File: src/rtl/flash_command_sequencer_core_defines.svh
// Assertion macros shared by the flash command sequencer RTL.
`ifndef FLASH_COMMAND_SEQUENCER_CORE_DEFINES_SVH
`define FLASH_COMMAND_SEQUENCER_CORE_DEFINES_SVH

// Same-cycle implication, sampled on clk, off while rst is high
`define FCS_ASSERT_IMPL(name, ante, cons) \
  name: assert property (@(posedge clk) disable iff (rst) (ante) |-> (cons)) \
    else $error("fcs check failed");

// Next-cycle implication, sampled on clk, off while rst is high
`define FCS_ASSERT_NEXT(name, ante, cons) \
  name: assert property (@(posedge clk) disable iff (rst) (ante) |=> (cons)) \
    else $error("fcs check failed");

`endif

File: src/rtl/fcs_pkg.sv
// Types, codes and constants shared by the flash command sequencer modules.
package fcs_pkg;

  // Default geometry; the sector size is a power of two
  localparam int STORE_BYTES_DEF  = 524288;
  localparam int SECTOR_BYTES_DEF = 4096;

  // Field widths
  localparam int ADDR_W     = 19;
  localparam int DATA_W     = 8;
  localparam int ROM_SIZE_W = 20;

  localparam logic [ROM_SIZE_W-1:0] ROM_SIZE_RESET = 20'h80000;

  // Access kinds
  localparam logic CMD_READ  = 1'b0;
  localparam logic CMD_WRITE = 1'b1;

  // Command cycle addresses (low 16 address bits)
  localparam logic [15:0] ADDR_CMD1 = 16'h5555;
  localparam logic [15:0] ADDR_CMD2 = 16'h2AAA;

  // Command bytes
  localparam logic [DATA_W-1:0] BYTE_UNLOCK1    = 8'hAA;
  localparam logic [DATA_W-1:0] BYTE_UNLOCK2    = 8'h55;
  localparam logic [DATA_W-1:0] BYTE_ERASE_SET  = 8'h80;
  localparam logic [DATA_W-1:0] BYTE_ID_ENTRY   = 8'h90;
  localparam logic [DATA_W-1:0] BYTE_PROGRAM    = 8'hA0;
  localparam logic [DATA_W-1:0] BYTE_RESET      = 8'hF0;
  localparam logic [DATA_W-1:0] BYTE_CHIP_ERASE = 8'h10;
  localparam logic [DATA_W-1:0] BYTE_SECT_ERASE = 8'h30;

  // Read values
  localparam logic [DATA_W-1:0] ID_EVEN     = 8'hBF;
  localparam logic [DATA_W-1:0] ID_ODD      = 8'hB5;
  localparam logic [DATA_W-1:0] ERASED_BYTE = 8'hFF;
  localparam logic [DATA_W-1:0] WRITE_REPLY = 8'h00;

  // Command mode
  typedef enum logic [1:0] {
    MODE_IDLE    = 2'd0,
    MODE_ERASE   = 2'd1,
    MODE_PROGRAM = 2'd2
  } mode_t;

  // Command cycle counter values
  localparam logic [2:0] STEP_START   = 3'd0;
  localparam logic [2:0] STEP_UNLOCK1 = 3'd1;
  localparam logic [2:0] STEP_UNLOCK2 = 3'd2;
  localparam logic [2:0] STEP_ERASE0  = 3'd3;
  localparam logic [2:0] STEP_ERASE1  = 3'd4;
  localparam logic [2:0] STEP_ERASE2  = 3'd5;

  // Controller to datapath
  typedef struct packed {
    logic take;        // capture the input transfer, start the store read
    logic exec;        // decode the access and update the command state
    logic sweep;       // write one erased byte and advance the sweep
    logic out_direct;  // load the output register from the decode
    logic out_held;    // load the output register from the held result
  } fcs_ctrl_t;

  // Datapath to controller
  typedef struct packed {
    logic sweep_req;   // the access asks for an erase sweep
    logic sweep_last;  // the sweep writes its last byte this cycle
    logic out_free;    // the output register can take a result
  } fcs_status_t;

endpackage

File: src/rtl/fcs_ctrl.sv
// Controller state machine of the flash command sequencer.
module fcs_ctrl (
  input  logic                clk,
  input  logic                rst,
  input  logic                in_valid,
  output logic                in_stall,
  input  fcs_pkg::fcs_status_t st,
  output fcs_pkg::fcs_ctrl_t   ctl
);
  import fcs_pkg::*;

  typedef enum logic [2:0] {
    S_CLEAR,
    S_IDLE,
    S_EXEC,
    S_SWEEP,
    S_DELIVER
  } state_t;

  state_t state;

  // Advance the sequence
  always_ff @(posedge clk) begin
    if (rst) begin
      state <= S_CLEAR;
    end else begin
      unique case (state)
        S_CLEAR: begin
          if (st.sweep_last) state <= S_IDLE;
        end
        S_IDLE: begin
          if (in_valid) state <= S_EXEC;
        end
        S_EXEC: begin
          if (st.sweep_req) state <= S_SWEEP;
          else if (st.out_free) state <= S_IDLE;
          else state <= S_DELIVER;
        end
        S_SWEEP: begin
          if (st.sweep_last) state <= S_DELIVER;
        end
        S_DELIVER: begin
          if (st.out_free) state <= S_IDLE;
        end
        default: state <= S_IDLE;
      endcase
    end
  end

  // Accept only while idle
  assign in_stall = (state != S_IDLE);

  // Drive datapath commands
  always_comb begin
    ctl.take       = (state == S_IDLE) && in_valid;
    ctl.exec       = (state == S_EXEC);
    ctl.sweep      = (state == S_CLEAR) || (state == S_SWEEP);
    ctl.out_direct = (state == S_EXEC) && !st.sweep_req && st.out_free;
    ctl.out_held   = (state == S_DELIVER) && st.out_free;
  end

endmodule

File: config.mk
export PLATFORM = sky130hd
export DESIGN_NAME = fcs_ctrl
export DESIGN_NICKNAME = d
export VERILOG_FILES = /design/src/rtl/flash_command_sequencer_core_defines.svh /design/src/rtl/fcs_pkg.sv /design/src/rtl/fcs_ctrl.sv
export SDC_FILE = /design/constraint.sdc
export NUM_CORES = 1
export LEC_CHECK = 0
export ABC_CLOCK_PERIOD_IN_PS = 1050
export CAP_MARGIN = 20
export CORE_AREA = 2 2 39 41
export CTS_BUF_LIST = sky130_fd_sc_hd__clkbuf_8
export CTS_CLUSTER_SIZE = 10
export DETAILED_ROUTE_END_ITERATION = 16
export DIE_AREA = 0 0 41 43
export DONT_BUFFER_PORTS = 1
export GPL_ROUTABILITY_DRIVEN = 0
export PLACE_DENSITY = 0.33
export SLEW_MARGIN = 25
export SYNTH_ARGS = -nofsm -noshare
export SYNTH_HDL_FRONTEND = slang
export SYNTH_SLANG_ARGS = --single-unit
File: constraint.sdc
create_clock -name clk -period 1.05 [get_ports clk]
set_input_delay 0.105 -clock clk [delete_from_list [all_inputs] [get_ports clk]]
set_output_delay 0.105 -clock clk [all_outputs]
set_load 0.01 [all_outputs]
# == Word level (Yosys, flattened, before mapping) ==
# Cells that the tools add are included.
# op_classes
n_mux,7
reduce_logical,8
n_eq_ne,9
# op_table
op,n
2-to-1 mux 3 bit,6
one-hot mux 3 bit (5 select lines),1
!= test 2 bit (second input constant),4
equality test 3 x 2 -> 1 bit (second input constant),2
logical AND 1 bit,4
AND reduction 4 bit,1
equality test 3 x 1 -> 1 bit (second input constant),1
equality test 3 bit (second input constant),1
logical NOT 3 bit,1
!= test 3 x 1 -> 1 bit (second input constant),1
logical NOT 1 bit,1
logical OR 1 bit,1
# totals
out_inout_bits,6
elab_cells,25
register_bits,3
in_bits,6

# == Longest topological paths before layout ==
# logic_depth
ltp_word,3
ltp_mapped,4
depth_no_buf,3

# == Least setup slack after synthesis ==
# Ideal clock, no wire load.
# synth_path
path_type,reg-to-output
start,register state[0]
end,output port ctl[4] (netlist name)
n_path_buf,1
setup_slack_ns,-0.036
arrival_time_ns,0.981
path_stages_with_launch,5
required_ns,0.945
cell_sequence,dfxtp_1 buf_6 nand2b_1 or2_1 nor2_1
# synth_rtl
element,line_no,rtl
start: declaration,fcs_ctrl.sv:20,state_t state;
start signal: assignment,fcs_ctrl.sv:25,state <= S_CLEAR;
start signal: assignment,fcs_ctrl.sv:29,if (st.sweep_last) state <= S_IDLE;
start signal: assignment,fcs_ctrl.sv:32,if (in_valid) state <= S_EXEC;
end: declaration,fcs_ctrl.sv:8,output fcs_pkg::fcs_ctrl_t ctl

# == Worst setup path after layout ==
# layout_path
start,register state[1]
end,output port in_stall
# layout_between
elab_chain_cells,1
# layout_rtl
element,line_no,rtl
!= test 3 x 1 -> 1 bit,fcs_ctrl.sv:51,assign in_stall = (state != S_IDLE);
end: declaration,fcs_ctrl.sv:6,"output logic in_stall,"
# No other way between the ends.

==> results.json <==
{
  "syn_to_final_growth_pct": 79.0,
  "drt-pass1-iter-count": 1,
  "fin_ws_ns": -0.137,
  "die_y_um": 43,
  "clockBufferDepth": 2,
  "endpoint_kind": "output pin",
  "antenna_found_initial": 0,
  "p_leak_uw": 0.000207,
  "gr-usage-all-layers_pct": 10.5,
  "status": "finished, violations left",
  "hold_path_class": "input pin to flip-flop",
  "syn_area_um2": 280,
  "worstMarginPinSlew_ns": 0.344,
  "timing.final.setup_violations": 7,
  "vias_per_cell": 4.43,
  "num_rows": 14,
  "finalMaxSlewViolations": 0,
  "clk_latency_ns": 0.21,
  "die_w_um": 41,
  "placed_cell_area_um2": 357,
  "clk_pin_slew_worst_paths_ns": 0.03,
  "hold_viol": 0,
  "violations": "negative setup slack",
  "pin_count": 12,
  "rsz0062_at_grt": "true",
  "yosys_register_bits": 3,
  "cts_buffers": 3,
  "post-dp-hpwl_um": 528,
  "antenna_cells": 0,
  "synth_seq_area_share_pct": 21.4,
  "period_needed_ns": 1.19,
  "whs_ns": 0.0752,
  "synth_area_per_cell_um2": 8.49,
  "drive_gt1_share_pct": 66.0,
  "grt_pass1_vias": 302,
  "fmax_mhz": 842,
  "wirelength_um": 727,
  "top_register": "state",
  "synthCells": 33,
  "startpoint_type": "flip-flop",
  "path_class": "flip-flop to output pin",
  "maxCapViolations": 0,
  "arrival_ns": 1.08,
  "numClockSinks": 3,
  "root_buffer": "clkbuf_8",
  "ir_drop_mv": 0.755,
  "grt_max_degree": 10,
  "ant_nets": 0,
  "cp.required_ns": 0.94,
  "nets": 54,
  "pwr_density_cell_nw_per_um2": 1860,
  "layout_common_cells": "buf_4 (6), buf_6 (5), inv_1 (4)",
  "yosys_warnings": 0,
  "io_buffers": 0,
  "largest_reg_flops": 3,
  "wl_per_cell_um": 11.5,
  "path_max_fanout": 6,
  "drt_iter0_drc": 0,
  "htree_levels": 1,
  "dieArea_um2": 1760,
  "stdcell_area_um2": 502,
  "grt_pass1_wl_um": 1270,
  "drc": 0,
  "ys_types": 19,
  "final_common_cell": "buf_4",
  "fin_skew_ns": 0.000377,
  "grt_overflow": 0,
  "final_util_pct": 36.3,
  "cts_tree": "yes",
  "initial_utilization_pct": 20.3,
  "post-route-period-util_pct": 113,
  "vias": 279,
  "syn-num-nets": 39,
  "relSlewSlack_pct": 77.0,
  "core-area_um2": 1380,
  "largest_registers": "state x3"
}
cells by family after synthesis:
logic type | after synthesis | synth area share (%)
AO/OA/AOI/OAI | 6 | 19.2
XOR/XNOR | 1 | 3.13
buffers and inverters | 5 | 12.1
flip-flops | 3 | 21.4
multiplexers | 3 | 10.7
AND/OR/NAND/NOR | 15 | 33.5
through the flow:
stage                     TNS [ns]  power, uW  instances  worst slack (ns)
after floorplan            -0.0247        399         33           -0.0247
after global routing        -0.939        994         63            -0.162
after CTS                   -0.749        909         63            -0.138
after detailed placement    -0.211        463         57            -0.188
final                       -0.568        935         63            -0.137
after global placement      -0.224        461         57            -0.148
worst paths after layout:
kind / from / endpoint / slack (ns) / depth (start not counted)
worst max-delay path: state[1] / in_stall / -0.14 / 3
worst min-delay path: rst / state[2] / 0.08 / 2
worst max register to register: state[1] / state[0] / -0.07 / 3
worst min register to register: state[2] / state[1] / 0.55 / 2
timing repair:
action | CTS | global route
hold endpoints to repair | 1 | 0
gates resized for setup | 17 | 6
hold buffers | 1 | 0
endpoints found under the setup margin | 9 | 9
pin swaps | 2 | 0
setup buffers | 1 | 0
worst max-delay path, cell delays in order, from the launching register on:
cell and delay, ns:
dfxtp_4 0.36, buf_6 0.13, or2_4 0.26, buf_6 0.12
layout make-up:
class                   instances  area, um2
fillers                       151        882
multi-input cells              25        243
repair buffers                 12        111
flip-flops and latches          3       71.3
clock buffers                   3       41.3
well taps                      16       20.0
inverters                       3       11.3
clock inverters                 1       3.75
Yosys cell counts:
cell,instances,share of area [%]
a2111oi_2,1,5.4
a211oi_2,1,4.5
a21oi_1,2,3.6
and4bb_2,1,4.5
buf_6,2,8.0
dfxtp_1,3,21
inv_1,3,4.0
mux2i_1,3,11
nand2_1,2,2.7
nand2b_1,3,6.7
nor2_1,4,5.4
nor3_1,1,1.8
nor3b_1,1,2.7
nor4b_2,1,5.4
o21a_1,1,2.7
o311ai_0,1,3.1
or2_1,1,2.2
or3_1,1,2.2
xor2_1,1,3.1
report_power, final:
part	internal, uW	total, uW	switching (uW)
clock	249	324	74.8
sequential	145	203	58.5
combinational	238	408	170
total	631	935	303
layer usage:
metal | vias up | global-route usage, % | share of wire [%]
li1 | 146 | - | -
met1 | 129 | 11.9 | 37
met2 | 4 | 16.6 | 60
met3 | 0 | 1.57 | 2.9
met4 | 0 | 8.00 | 0
met5 | - | 0 | 0
No activity file was read; power rests on OpenSTA's default activity.
